===== src/design/fixed_block_pool_allocator_core_assert.svh =====
// ----------------------------------------------------------------------------
// assertion macros for the block pool allocator
// ----------------------------------------------------------------------------
`ifndef FIXED_BLOCK_POOL_ALLOCATOR_CORE_ASSERT_SVH
`define FIXED_BLOCK_POOL_ALLOCATOR_CORE_ASSERT_SVH

// condition must never hold
`define FBPA_ASSERT_NEVER(lbl, clk, rst_n, cond, msg) \
	lbl: assert property (@(posedge clk) disable iff (!rst_n) !(cond)) else $error(msg);

// same-cycle implication
`define FBPA_ASSERT_IMP(lbl, clk, rst_n, ante, cons, msg) \
	lbl: assert property (@(posedge clk) disable iff (!rst_n) (ante) |-> (cons)) \
		else $error(msg);

// next-cycle implication
`define FBPA_ASSERT_NEXT(lbl, clk, rst_n, ante, cons, msg) \
	lbl: assert property (@(posedge clk) disable iff (!rst_n) (ante) |=> (cons)) \
		else $error(msg);

`endif


===== src/design/fbpa_pkg.sv =====
// ----------------------------------------------------------------------------
// fbpa_pkg
// types, codes and helpers shared by the block pool allocator
// ----------------------------------------------------------------------------
`default_nettype none

package fbpa_pkg;

	localparam int NUM_POOLS    = 4;
	localparam int LINK_DEPTH   = 64;
	localparam int APB_ADDR_W   = 5;
	localparam int APB_DATA_W   = 32;

	localparam int POOL0_BLOCKS_DEF = 24;
	localparam int POOL1_BLOCKS_DEF = 16;
	localparam int POOL2_BLOCKS_DEF = 32;
	localparam int POOL3_BLOCKS_DEF = 64;
	localparam int MAX_BLOCKS_DEF   = 64;

	localparam logic [31:0] POOL0_BASE_RST = 32'h2001_C800;
	localparam logic [31:0] POOL1_BASE_RST = 32'h2001_E000;
	localparam logic [31:0] POOL2_BASE_RST = 32'h2001_E800;
	localparam logic [31:0] POOL3_BASE_RST = 32'h2001_F000;
	localparam logic [3:0]  POOL0_LOG2_RST = 4'd8;
	localparam logic [3:0]  POOL1_LOG2_RST = 4'd7;
	localparam logic [3:0]  POOL2_LOG2_RST = 4'd6;
	localparam logic [3:0]  POOL3_LOG2_RST = 4'd5;

	typedef enum logic [1:0] {
		MODE_ALLOC  = 2'd0,
		MODE_FREE   = 2'd1,
		MODE_REINIT = 2'd2
	} mode_t;

	typedef enum logic [1:0] {
		ST_OK        = 2'd0,
		ST_EMPTY     = 2'd1,
		ST_BAD_INDEX = 2'd2
	} status_t;

	typedef enum logic [2:0] {
		REG_POOL0_BASE = 3'd0,
		REG_POOL1_BASE = 3'd1,
		REG_POOL2_BASE = 3'd2,
		REG_POOL3_BASE = 3'd3,
		REG_POOL0_LOG2 = 3'd4,
		REG_POOL1_LOG2 = 3'd5,
		REG_POOL2_LOG2 = 3'd6,
		REG_POOL3_LOG2 = 3'd7
	} reg_idx_t;

	typedef enum logic [2:0] {
		CMD_ALLOC,
		CMD_FREE,
		CMD_FREE_BAD,
		CMD_REINIT,
		CMD_NONE
	} cmd_kind_t;

	typedef enum logic [1:0] {
		BK_IDLE,
		BK_ALLOC,
		BK_REINIT
	} bk_state_t;

	typedef struct packed {
		mode_t       mode;
		logic [1:0]  pool;
		logic [5:0]  block_index;
	} in_item_t;

	typedef struct packed {
		status_t     status;
		logic [5:0]  granted_index;
		logic [31:0] granted_address;
	} res_t;

	typedef struct packed {
		cmd_kind_t   kind;
		logic [1:0]  pool;
		logic [5:0]  idx;
	} cmd_t;

	// nn clear is the null link
	typedef struct packed {
		logic        nn;
		logic [5:0]  idx;
	} link_t;

	typedef struct packed {
		logic [NUM_POOLS-1:0][31:0] base;
		logic [NUM_POOLS-1:0][3:0]  size_log2;
	} cfg_t;

	localparam link_t LINK_NULL = '{nn: 1'b0, idx: 6'd0};

	function automatic logic [6:0] cap_of(input int blocks, input int max_blocks);
		int c;
		c = blocks;
		if (c > max_blocks) c = max_blocks;
		if (c > LINK_DEPTH) c = LINK_DEPTH;
		if (c < 1) c = 1;
		return c[6:0];
	endfunction

	// link of entry i in a freshly chained pool
	function automatic link_t chain_link(input logic [5:0] i, input logic [6:0] cap);
		logic [6:0] nxt;
		link_t      l;
		nxt = {1'b0, i} + 7'd1;
		if (nxt < cap) begin
			l = '{nn: 1'b1, idx: nxt[5:0]};
		end else begin
			l = LINK_NULL;
		end
		return l;
	endfunction

endpackage

`default_nettype wire


===== src/design/fbpa_queue.sv =====
// ----------------------------------------------------------------------------
// fbpa_queue
// two-entry queue with push/full and pop/empty sides
// ----------------------------------------------------------------------------
`default_nettype none

module fbpa_queue #(
	parameter type T = logic
) (
	input  wire logic clk,
	input  wire logic arst_n,
	input  wire logic push,
	input  wire T     din,
	output logic      full,
	input  wire logic pop,
	output T          dout,
	output logic      empty
);

	T           slot_q [2];
	logic       wr_ptr_q;
	logic       rd_ptr_q;
	logic [1:0] cnt_q;
	logic       do_push;
	logic       do_pop;

	assign full    = (cnt_q == 2'd2);
	assign empty   = (cnt_q == 2'd0);
	assign do_push = push && !full;
	assign do_pop  = pop && !empty;
	assign dout    = slot_q[rd_ptr_q];

	always_ff @(posedge clk or negedge arst_n) begin
		if (!arst_n) begin
			wr_ptr_q <= 1'b0;
			rd_ptr_q <= 1'b0;
			cnt_q    <= 2'd0;
		end else begin
			if (do_push) wr_ptr_q <= !wr_ptr_q;
			if (do_pop) rd_ptr_q <= !rd_ptr_q;
			if (do_push && !do_pop) begin
				cnt_q <= cnt_q + 2'd1;
			end else if (do_pop && !do_push) begin
				cnt_q <= cnt_q - 2'd1;
			end
		end
	end

	always_ff @(posedge clk) begin
		if (do_push) slot_q[wr_ptr_q] <= din;
	end

endmodule

`default_nettype wire


===== src/design/fbpa_regs.sv =====
// ----------------------------------------------------------------------------
// fbpa_regs
// apb register file: pool base addresses and block size log2
// ----------------------------------------------------------------------------
`default_nettype none

module fbpa_regs
	import fbpa_pkg::*;
(
	input  wire logic                  clk,
	input  wire logic                  arst_n,
	input  wire logic                  psel,
	input  wire logic                  penable,
	input  wire logic                  pwrite,
	input  wire logic [APB_ADDR_W-1:0] paddr,
	input  wire logic [APB_DATA_W-1:0] pwdata,
	output logic      [APB_DATA_W-1:0] prdata,
	output logic                       pready,
	output cfg_t                       cfg
);

	cfg_t     cfg_q;
	reg_idx_t ridx;
	logic     wr_en;

	assign pready = 1'b1;
	assign ridx   = reg_idx_t'(paddr[4:2]);
	assign wr_en  = psel && penable && pwrite && pready;
	assign cfg    = cfg_q;

	always_ff @(posedge clk or negedge arst_n) begin
		if (!arst_n) begin
			cfg_q.base      <= {POOL3_BASE_RST, POOL2_BASE_RST, POOL1_BASE_RST, POOL0_BASE_RST};
			cfg_q.size_log2 <= {POOL3_LOG2_RST, POOL2_LOG2_RST, POOL1_LOG2_RST, POOL0_LOG2_RST};
		end else if (wr_en) begin
			unique case (ridx)
				REG_POOL0_BASE: cfg_q.base[0] <= pwdata;
				REG_POOL1_BASE: cfg_q.base[1] <= pwdata;
				REG_POOL2_BASE: cfg_q.base[2] <= pwdata;
				REG_POOL3_BASE: cfg_q.base[3] <= pwdata;
				REG_POOL0_LOG2: cfg_q.size_log2[0] <= pwdata[3:0];
				REG_POOL1_LOG2: cfg_q.size_log2[1] <= pwdata[3:0];
				REG_POOL2_LOG2: cfg_q.size_log2[2] <= pwdata[3:0];
				REG_POOL3_LOG2: cfg_q.size_log2[3] <= pwdata[3:0];
				default: ;
			endcase
		end
	end

	always_comb begin
		unique case (ridx)
			REG_POOL0_BASE: prdata = cfg_q.base[0];
			REG_POOL1_BASE: prdata = cfg_q.base[1];
			REG_POOL2_BASE: prdata = cfg_q.base[2];
			REG_POOL3_BASE: prdata = cfg_q.base[3];
			REG_POOL0_LOG2: prdata = {28'd0, cfg_q.size_log2[0]};
			REG_POOL1_LOG2: prdata = {28'd0, cfg_q.size_log2[1]};
			REG_POOL2_LOG2: prdata = {28'd0, cfg_q.size_log2[2]};
			REG_POOL3_LOG2: prdata = {28'd0, cfg_q.size_log2[3]};
			default:        prdata = '0;
		endcase
	end

endmodule

`default_nettype wire


===== src/design/fbpa_front.sv =====
// ----------------------------------------------------------------------------
// fbpa_front
// accepts request transactions, classifies them and queues commands
// ----------------------------------------------------------------------------
`default_nettype none

module fbpa_front
	import fbpa_pkg::*;
#(
	parameter int POOL0_BLOCKS = POOL0_BLOCKS_DEF,
	parameter int POOL1_BLOCKS = POOL1_BLOCKS_DEF,
	parameter int POOL2_BLOCKS = POOL2_BLOCKS_DEF,
	parameter int POOL3_BLOCKS = POOL3_BLOCKS_DEF,
	parameter int MAX_BLOCKS   = MAX_BLOCKS_DEF
) (
	input  wire logic     clk,
	input  wire logic     arst_n,
	input  wire logic     push,
	input  wire in_item_t item,
	output logic          full,
	output logic          cmd_valid,
	output cmd_t          cmd,
	input  wire logic     cmd_ready
);

	localparam logic [NUM_POOLS-1:0][6:0] CAP = {
		cap_of(POOL3_BLOCKS, MAX_BLOCKS), cap_of(POOL2_BLOCKS, MAX_BLOCKS),
		cap_of(POOL1_BLOCKS, MAX_BLOCKS), cap_of(POOL0_BLOCKS, MAX_BLOCKS)
	};

	cmd_t cls;
	logic cmd_empty;

	always_comb begin
		cls.pool = item.pool;
		cls.idx  = item.block_index;
		unique case (item.mode)
			MODE_ALLOC:  cls.kind = CMD_ALLOC;
			MODE_FREE: begin
				if ({1'b0, item.block_index} >= CAP[item.pool]) begin
					cls.kind = CMD_FREE_BAD;
				end else begin
					cls.kind = CMD_FREE;
				end
			end
			MODE_REINIT: cls.kind = CMD_REINIT;
			default:     cls.kind = CMD_NONE;
		endcase
	end

	fbpa_queue #(.T(cmd_t)) u_cmd_q (
		.clk    (clk),
		.arst_n (arst_n),
		.push   (push),
		.din    (cls),
		.full   (full),
		.pop    (cmd_ready),
		.dout   (cmd),
		.empty  (cmd_empty)
	);

	assign cmd_valid = !cmd_empty;

endmodule

`default_nettype wire


===== src/design/fbpa_back.sv =====
// ----------------------------------------------------------------------------
// fbpa_back
// executes commands on the free-list heads and link memory, queues results
// ----------------------------------------------------------------------------
`default_nettype none

module fbpa_back
	import fbpa_pkg::*;
#(
	parameter int POOL0_BLOCKS = POOL0_BLOCKS_DEF,
	parameter int POOL1_BLOCKS = POOL1_BLOCKS_DEF,
	parameter int POOL2_BLOCKS = POOL2_BLOCKS_DEF,
	parameter int POOL3_BLOCKS = POOL3_BLOCKS_DEF,
	parameter int MAX_BLOCKS   = MAX_BLOCKS_DEF
) (
	input  wire logic clk,
	input  wire logic arst_n,
	input  wire cfg_t cfg,
	input  wire logic cmd_valid,
	input  wire cmd_t cmd,
	output logic      cmd_ready,
	output logic      empty,
	input  wire logic pop,
	output res_t      result
);

	`include "fixed_block_pool_allocator_core_assert.svh"

	localparam int MEM_DEPTH = NUM_POOLS * LINK_DEPTH;
	localparam int MEM_AW    = $clog2(MEM_DEPTH);

	localparam logic [NUM_POOLS-1:0][6:0] CAP = {
		cap_of(POOL3_BLOCKS, MAX_BLOCKS), cap_of(POOL2_BLOCKS, MAX_BLOCKS),
		cap_of(POOL1_BLOCKS, MAX_BLOCKS), cap_of(POOL0_BLOCKS, MAX_BLOCKS)
	};

	bk_state_t state_q, state_d;
	logic [1:0] pool_q;
	logic [5:0] idx_q;
	link_t      head_q [NUM_POOLS];

	link_t                link_mem [MEM_DEPTH];
	logic [MEM_DEPTH-1:0] lvld_q;
	link_t                link_rd_q;
	logic                 rdvld_q;

	logic              mem_we, mem_re;
	logic [MEM_AW-1:0] mem_wa, mem_ra;
	link_t             mem_wd;

	logic       head_we;
	logic [1:0] head_wp;
	link_t      head_wd;

	logic       res_push, res_full;
	res_t       res_d;
	link_t      head_sel, next_link;
	logic       reinit_last;

	assign head_sel    = head_q[cmd.pool];
	// an entry never written since reset still holds its reset chain
	assign next_link   = rdvld_q ? link_rd_q : chain_link(idx_q, CAP[pool_q]);
	assign reinit_last = ({1'b0, idx_q} == (CAP[pool_q] - 7'd1));

	always_comb begin
		state_d   = state_q;
		cmd_ready = 1'b0;
		res_push  = 1'b0;
		res_d     = '{status: ST_OK, granted_index: 6'd0, granted_address: 32'd0};
		mem_we    = 1'b0;
		mem_wa    = {cmd.pool, cmd.idx};
		mem_wd    = head_sel;
		mem_re    = 1'b0;
		mem_ra    = {cmd.pool, head_sel.idx};
		head_we   = 1'b0;
		head_wp   = cmd.pool;
		head_wd   = '{nn: 1'b1, idx: cmd.idx};
		unique case (state_q)
			BK_IDLE: begin
				// one free result slot guaranteed while idle
				if (cmd_valid && !res_full) begin
					cmd_ready = 1'b1;
					unique case (cmd.kind)
						CMD_ALLOC: begin
							if (head_sel.nn) begin
								mem_re  = 1'b1;
								state_d = BK_ALLOC;
							end else begin
								res_push     = 1'b1;
								res_d.status = ST_EMPTY;
							end
						end
						CMD_FREE: begin
							mem_we   = 1'b1;
							head_we  = 1'b1;
							res_push = 1'b1;
						end
						CMD_FREE_BAD: begin
							res_push     = 1'b1;
							res_d.status = ST_BAD_INDEX;
						end
						CMD_REINIT: begin
							head_we  = 1'b1;
							head_wd  = '{nn: 1'b1, idx: 6'd0};
							res_push = 1'b1;
							state_d  = BK_REINIT;
						end
						default: res_push = 1'b1;
					endcase
				end
			end
			BK_ALLOC: begin
				head_we               = 1'b1;
				head_wp               = pool_q;
				head_wd               = next_link;
				// the granted block leaves the list with a null link
				mem_we                = 1'b1;
				mem_wa                = {pool_q, idx_q};
				mem_wd                = LINK_NULL;
				res_push              = 1'b1;
				res_d.granted_index   = idx_q;
				res_d.granted_address = cfg.base[pool_q] +
					({26'd0, idx_q} << cfg.size_log2[pool_q]);
				state_d               = BK_IDLE;
			end
			BK_REINIT: begin
				mem_we = 1'b1;
				mem_wa = {pool_q, idx_q};
				mem_wd = chain_link(idx_q, CAP[pool_q]);
				if (reinit_last) state_d = BK_IDLE;
			end
			default: state_d = BK_IDLE;
		endcase
	end

	always_ff @(posedge clk or negedge arst_n) begin
		if (!arst_n) begin
			state_q <= BK_IDLE;
			pool_q  <= 2'd0;
			idx_q   <= 6'd0;
			lvld_q  <= '0;
			for (int p = 0; p < NUM_POOLS; p++) begin
				head_q[p] <= '{nn: 1'b1, idx: 6'd0};
			end
		end else begin
			state_q <= state_d;
			if (cmd_ready) begin
				pool_q <= cmd.pool;
				idx_q  <= (cmd.kind == CMD_ALLOC) ? head_sel.idx : 6'd0;
			end else if (state_q == BK_REINIT) begin
				idx_q <= idx_q + 6'd1;
			end
			if (head_we) head_q[head_wp] <= head_wd;
			if (mem_we) lvld_q[mem_wa] <= 1'b1;
		end
	end

	always_ff @(posedge clk) begin
		if (mem_we) link_mem[mem_wa] <= mem_wd;
		if (mem_re) begin
			link_rd_q <= link_mem[mem_ra];
			rdvld_q   <= lvld_q[mem_ra];
		end
	end

	fbpa_queue #(.T(res_t)) u_res_q (
		.clk    (clk),
		.arst_n (arst_n),
		.push   (res_push),
		.din    (res_d),
		.full   (res_full),
		.pop    (pop),
		.dout   (result),
		.empty  (empty)
	);

	`FBPA_ASSERT_IMP(a_res_room, clk, arst_n, res_push, !res_full, "result pushed into full queue")
	`FBPA_ASSERT_NEXT(a_alloc_seq, clk, arst_n, mem_re, state_q == BK_ALLOC, "no alloc after read")
	`FBPA_ASSERT_IMP(a_reinit_bound, clk, arst_n, state_q == BK_REINIT, {1'b0, idx_q} < CAP[pool_q], "reinit overrun")
	`FBPA_ASSERT_NEVER(a_one_access, clk, arst_n, mem_we && mem_re, "link memory read and written together")

endmodule

`default_nettype wire


===== src/design/fixed_block_pool_allocator_core.sv =====
// ----------------------------------------------------------------------------
// fixed_block_pool_allocator_core
// four lifo free-list pools of fixed-size blocks with alloc, free and reinit
// ----------------------------------------------------------------------------
// channel   direction  handshake          payload
// request   in         push / full        item   (mode, pool, block_index)
// response  out        empty / pop        result (status, granted_index,
//                                                 granted_address)
// config    in         apb psel/penable   pool bases and block size log2
//
// free, bad free and ignored requests finish in the idle state; allocate goes
// through a link memory read, then head update and address add
// reinit loads the head, then walks the chain writing one link per block of
// the pool through the single link memory write port
// reset restores the ascending chains at once through per-entry valid bits
// two-entry queues on each side let request and response stall independently
// ----------------------------------------------------------------------------
`default_nettype none

module fixed_block_pool_allocator_core
	import fbpa_pkg::*;
#(
	parameter int POOL0_BLOCKS = POOL0_BLOCKS_DEF,
	parameter int POOL1_BLOCKS = POOL1_BLOCKS_DEF,
	parameter int POOL2_BLOCKS = POOL2_BLOCKS_DEF,
	parameter int POOL3_BLOCKS = POOL3_BLOCKS_DEF,
	parameter int MAX_BLOCKS   = MAX_BLOCKS_DEF
) (
	input  wire logic                  clk,
	input  wire logic                  arst_n,
	input  wire logic                  push,
	output logic                       full,
	input  wire in_item_t              item,
	output logic                       empty,
	input  wire logic                  pop,
	output res_t                       result,
	input  wire logic                  psel,
	input  wire logic                  penable,
	input  wire logic                  pwrite,
	input  wire logic [APB_ADDR_W-1:0] paddr,
	input  wire logic [APB_DATA_W-1:0] pwdata,
	output logic      [APB_DATA_W-1:0] prdata,
	output logic                       pready
);

	cfg_t cfg;
	logic cmd_valid;
	cmd_t cmd;
	logic cmd_ready;

	fbpa_regs u_regs (
		.clk     (clk),
		.arst_n  (arst_n),
		.psel    (psel),
		.penable (penable),
		.pwrite  (pwrite),
		.paddr   (paddr),
		.pwdata  (pwdata),
		.prdata  (prdata),
		.pready  (pready),
		.cfg     (cfg)
	);

	fbpa_front #(
		.POOL0_BLOCKS (POOL0_BLOCKS),
		.POOL1_BLOCKS (POOL1_BLOCKS),
		.POOL2_BLOCKS (POOL2_BLOCKS),
		.POOL3_BLOCKS (POOL3_BLOCKS),
		.MAX_BLOCKS   (MAX_BLOCKS)
	) u_front (
		.clk       (clk),
		.arst_n    (arst_n),
		.push      (push),
		.item      (item),
		.full      (full),
		.cmd_valid (cmd_valid),
		.cmd       (cmd),
		.cmd_ready (cmd_ready)
	);

	fbpa_back #(
		.POOL0_BLOCKS (POOL0_BLOCKS),
		.POOL1_BLOCKS (POOL1_BLOCKS),
		.POOL2_BLOCKS (POOL2_BLOCKS),
		.POOL3_BLOCKS (POOL3_BLOCKS),
		.MAX_BLOCKS   (MAX_BLOCKS)
	) u_back (
		.clk       (clk),
		.arst_n    (arst_n),
		.cfg       (cfg),
		.cmd_valid (cmd_valid),
		.cmd       (cmd),
		.cmd_ready (cmd_ready),
		.empty     (empty),
		.pop       (pop),
		.result    (result)
	);

endmodule

`default_nettype wire


===== config.mk =====
export PLATFORM = sky130hd
export DESIGN_NAME = fixed_block_pool_allocator_core
export DESIGN_NICKNAME = d
export VERILOG_FILES = /design/src/design/fbpa_pkg.sv /design/src/design/fbpa_queue.sv /design/src/design/fbpa_regs.sv /design/src/design/fbpa_front.sv /design/src/design/fbpa_back.sv /design/src/design/fixed_block_pool_allocator_core.sv
export VERILOG_INCLUDE_DIRS = /design/src /design/src/design
export SDC_FILE = /design/constraint.sdc
export NUM_CORES = 2
export LEC_CHECK = 0
export BUFFER_PORTS_ARGS = -buffer_cell sky130_fd_sc_hd__buf_2
export CAP_MARGIN = 30
export CORE_MARGIN = 8
export CORE_UTILIZATION = 55
export CTS_CLUSTER_SIZE = 40
export DETAILED_ROUTE_END_ITERATION = 7
export GPL_TIMING_DRIVEN = 0
export MAX_ROUTING_LAYER = met4
export PLACE_DENSITY = 0.77
export SYNTH_ARGS = -nofsm -noshare
export SYNTH_HDL_FRONTEND = slang
export SYNTH_SLANG_ARGS = --single-unit
export TNS_END_PERCENT = 100

===== constraint.sdc =====
create_clock -name clk -period 32.8 [get_ports clk]
set_input_delay 3.28 -clock clk [delete_from_list [all_inputs] [get_ports clk]]
set_output_delay 3.28 -clock clk [all_outputs]
set_load 0.02 [all_outputs]

==> impl_summary.log <==
[metrics] result of the run: complete, but fails checks
[metrics] failing checks: DRC
[metrics] slowest CP cell: sky130_fd_sc_hd__clkbuf_1
[metrics] number of flops mapped to enable cells by yosys: 1,902
[metrics] unrepaired setup endpoints after global routing: no
[metrics] nature of the critical path endpoint: output port
[metrics] class of the tightest hold or removal check: reg2reg
[metrics] nature of the critical path startpoint: input pin
[metrics] area of the die: 189,300 µm²
[metrics] CTS max path bufs: 3
[metrics] horizontal extent of the die: 435.0 µm
[metrics] f_max: 109.8 MHz
[metrics] final number of max-transition violations: 0
[metrics] Crit Path Category: in2out
[metrics] Yosys warning total: 0
[metrics] total setup buffers inserted after CTS: 0
[metrics] Max-slew headroom: 16.15%
[metrics] chain of cells forming the critical path: clkbuf_1 > buf_1 > clkbuf_1 > mux2i_1 > nor2_1 > a311oi_1 > nor2_1 > buf_2
[metrics] wire length of the first global-routing pass: 527,000 µm
[metrics] number of cells traversed by the worst hold path: 1
[metrics] portion of the clock cycle consumed by the worst path in the final layout: 27.76%
[metrics] CTS tree: done
[metrics] initial core utilization: 55.44%
[metrics] reg2reg path depth: 14
[metrics] number of buffers inserted during clock tree synthesis: 228
[metrics] library cell occupying the most area in the post-synthesis netlist: sky130_fd_sc_hd__edfxtp_1
[metrics] Final HPWL DP: 278,500 µm
[metrics] proportion of layout cells with a drive suffix above 1: 21.06%
[metrics] total of flip-flops plus latches after synthesis: 2,348
[metrics] number of H-tree levels: 4
[metrics] endpoint with the worst hold slack: u_back.lvld_q[84]$_DFFE_PN0P_
[metrics] Largest stage delay, worst path: 0.70 ns
[metrics] Vias/cell: 6.939
[metrics] Filler cells: 12,330
[metrics] final routed wirelength across all metal layers: 392,400 µm
[metrics] DR iter-0 viols: 12,030
[metrics] number of hold violations in the final report: 0
[metrics] number of buffers added on ports: 123
[metrics] routed length per placed instance: 40.83 µm
[metrics] slew at the pin with the worst max-slew slack: 1.258 ns
[metrics] Crit Reg-Reg Endpoint: u_back.link_mem[215][5]$_DFFE_PP_
[metrics] final setup fails: 0
[metrics] Routed Antenna Nets: 0
[metrics] average footprint of a synthesized cell: 14.82 µm²
[metrics] Core ar.: 174,200 µm²
[metrics] global placer's final weighted congestion: 1.096
[metrics] global router's overall resource usage: 41.67%
[metrics] share of the synthesized area in the top cell type: 59.14%
[metrics] maximum number of pins on one net before global-route repair: 123
[metrics] FFs w/ async S/R, synth: 18.99%
[metrics] Pre-antenna DRT Iters: 8
[metrics] net total in the final layout: 7,135
[metrics] Die H: 435.0 µm
[metrics] Remaining Overflow, GRT: 0
[metrics] Gate Count Post-Synth: 6,515
[metrics] cell family with the largest share of critical-path delay: buffers and inverters
[metrics] largest cells by area after synthesis: sky130_fd_sc_hd__edfxtp_1 (59%), sky130_fd_sc_hd__dfrtp_1 (11%), sky130_fd_sc_hd__mux4_2 (7.7%), sky130_fd_sc_hd__nand2_1 (4.4%), sky130_fd_sc_hd__mux2_2 (2.7%)
[metrics] synthesized netlist net count: 6,603
[metrics] number of antenna violations at the first check in global routing: 34
[metrics] area of the mapped netlist: 96,580 µm²
[metrics] via count: 66,700
[metrics] commonest cells in the synthesized netlist: sky130_fd_sc_hd__edfxtp_1 (1,902), sky130_fd_sc_hd__nand2_1 (1,140), sky130_fd_sc_hd__nand3_1 (464)
[metrics] Resized Gates After CTS: 0
[metrics] Site Rows: 153
[metrics] crit-path max FO: 10
[metrics] Primary FF master, synth: sky130_fd_sc_hd__edfxtp_1
[metrics] Bufs and invs on worst path: 4
[metrics] vias in the first global route: 63,740
[metrics] sequential-to-total area share from yosys stat: 70.74%
[metrics] summed negative setup slack over all endpoints: 0 ns
[metrics] min-delay src: u_back.lvld_q[84]$_DFFE_PN0P_
[metrics] latest clock arrival within the worst-skew pair: 0.94 ns
[metrics] clock root buffer: sky130_fd_sc_hd__clkbuf_16
[metrics] Remaining DRCs: 12
[metrics] signal arrival time at the worst endpoint: 5.83 ns
[metrics] total I/O pin count: 129
[metrics] minimum setup slack among reg-to-reg paths: 25.62 ns
[metrics] synth-to-layout area growth: 15.36%
[metrics] launch instance of the worst register-to-register path: u_back.pool_q[1]$_DFFE_PN0P_
[metrics] most numerous cell in the Yosys netlist: sky130_fd_sc_hd__edfxtp_1
[metrics] Clock Skews: 0.07223 ns
[metrics] number of violations of the max-capacitance limit: 0
[metrics] number of different library cells in the post-synthesis netlist: 70
[metrics] CTS sink cnt: 2,348
[metrics] # hold bufs at CTS: 0
[metrics] Req. time, crit path: 29.52 ns
[metrics] minimum clock period after layout: 9.106 ns
[metrics] clock-pin slew on the worst setup and hold paths: 0.06 ns
worst max-delay path by stage:
stage                                       from                                 to  slack (ns)  depth (start not counted)
finish                                  paddr[3]                          prdata[0]       23.69                          8
global placement    u_back.pool_q[1]$_DFFE_PN0P_  u_back.link_mem[136][2]$_DFFE_PP_        9.76                          9
detailed placement                      paddr[3]                          prdata[0]       23.74                          8
floorplan           u_back.pool_q[0]$_DFFE_PN0P_    u_back.link_mem[0][2]$_DFFE_PP_       21.54                          9
global route                            paddr[3]                          prdata[0]       23.60                          8
CTS                                     paddr[3]                          prdata[0]       23.73                          8
worst reg2reg max path, stage by stage (launching register included):
cell,delay (ns)
sky130_fd_sc_hd__dfrtp_1,0.39
sky130_fd_sc_hd__clkbuf_1,0.56
sky130_fd_sc_hd__clkbuf_1,0.73
sky130_fd_sc_hd__buf_1,0.86
sky130_fd_sc_hd__buf_1,0.78
sky130_fd_sc_hd__nand2_1,0.24
sky130_fd_sc_hd__ha_1,0.36
sky130_fd_sc_hd__a21oi_1,0.27
sky130_fd_sc_hd__nand3_1,0.58
sky130_fd_sc_hd__o22ai_4,0.91
sky130_fd_sc_hd__buf_12,0.29
sky130_fd_sc_hd__buf_12,0.23
sky130_fd_sc_hd__buf_16,0.23
sky130_fd_sc_hd__buf_12,0.24
sky130_fd_sc_hd__buf_12,0.24
through the flow:
step / setup WS, ns / area, µm² / hold slack [ns] / util [%] / std cells
floorplan: 21.54 / 96580 / 0.4337 / - / 6515
global placement: 9.755 / 100100 / 0.4450 / 57.46 / 8963
detailed placement: 23.74 / 102900 / 0.4498 / 59.08 / 9113
CTS: 23.73 / 110900 / 0.4693 / 63.67 / 9551
global route: 23.60 / 111400 / 0.4774 / 63.94 / 9599
finish: 23.69 / 111400 / 0.4691 / 63.95 / 9612
registers in the layout, indices dropped and copies added, names as in the netlist:
| signal | flops |
|---|---|
| u_back.lvld_q | 256 |
| u_back.idx_q | 6 |
| u_front.u_cmd_q.cnt_q | 2 |
| u_back.u_res_q.cnt_q | 2 |
| u_back.state_q | 2 |
| u_back.head_q | 28 |
| u_back.pool_q | 2 |
| u_regs.cfg | 144 |
| u_front.u_cmd_q.wr_ptr_q | 1 |
| u_back.rdvld_q | 1 |
| u_back.link_rd_q | 7 |
| u_back.link_mem | 1792 |
| u_back.u_res_q.slot_q | 80 |
| u_front.u_cmd_q.slot_q | 22 |
| u_front.u_cmd_q.rd_ptr_q | 1 |
| u_back.u_res_q.wr_ptr_q | 1 |
| u_back.u_res_q.rd_ptr_q | 1 |
layout make-up:
| type | count | area, µm² | share of cell area [%] |
|---|---|---|---|
| sequential | 2348 | 68320 | 61.32 |
| multi-input combinational | 3715 | 26430 | 23.72 |
| clock buffer | 317 | 6429 | 5.770 |
| timing repair buffer | 302 | 3676 | 3.299 |
| tap | 2325 | 2909 | 2.611 |
| buffer | 412 | 1847 | 1.658 |
| clock inverter | 121 | 1577 | 1.415 |
| inverter | 40 | 150.1 | 0.1348 |
| antenna | 32 | 80.08 | 0.07187 |
layer usage:
layer | share of wire (%) | GRT usage [%] | vias to the layer above
met5 | 0 | - | -
met4 | 11 | 35.70 | 0
met3 | 14 | 13.89 | 1521
met2 | 43 | 57.77 | 6193
met1 | 32 | 48.78 | 33350
li1 | - | - | 25640
cells in the final DEF, fill, tap and decap left out, types with 39 or more instances in the layout:
| cell type | count |
|---|---|
| sky130_fd_sc_hd__mux2_2 | 233 |
| sky130_fd_sc_hd__dfrtp_1 | 412 |
| sky130_fd_sc_hd__clkbuf_1 | 232 |
| sky130_fd_sc_hd__buf_8 | 68 |
| sky130_fd_sc_hd__edfxtp_1 | 1902 |
| sky130_fd_sc_hd__buf_4 | 39 |
| sky130_fd_sc_hd__a21oi_1 | 228 |
| sky130_fd_sc_hd__nor4_1 | 46 |
| sky130_fd_sc_hd__a31oi_1 | 71 |
| sky130_fd_sc_hd__or2_2 | 70 |
| sky130_fd_sc_hd__a22oi_1 | 79 |
| sky130_fd_sc_hd__nor3_1 | 44 |
| sky130_fd_sc_hd__nor2_1 | 353 |
| sky130_fd_sc_hd__nand2_1 | 1139 |
| sky130_fd_sc_hd__clkbuf_16 | 232 |
| sky130_fd_sc_hd__mux2i_1 | 63 |
| sky130_fd_sc_hd__buf_2 | 253 |
| sky130_fd_sc_hd__buf_1 | 75 |
| sky130_fd_sc_hd__nand3_1 | 464 |
| sky130_fd_sc_hd__mux4_2 | 329 |
| sky130_fd_sc_hd__o21bai_1 | 194 |
cells by family (layout without fill, tap and decap cells):
group           count (synthesis)  in the layout  synth area share [%]
buf+inv                       452           1192                 2.051
xor+xnor                       36             36                0.3265
compound gates                768            768                 5.247
flops                        2348           2348                 70.74
other cells                     1             33              0.003883
fa+ha+maj                      34             34                0.4483
mux                           631            631                 11.14
simple gates                 2245           2245                 10.04
Power is not shown: default switching activity piles up to over one toggle a cycle in this logic, so the estimate is an artifact.
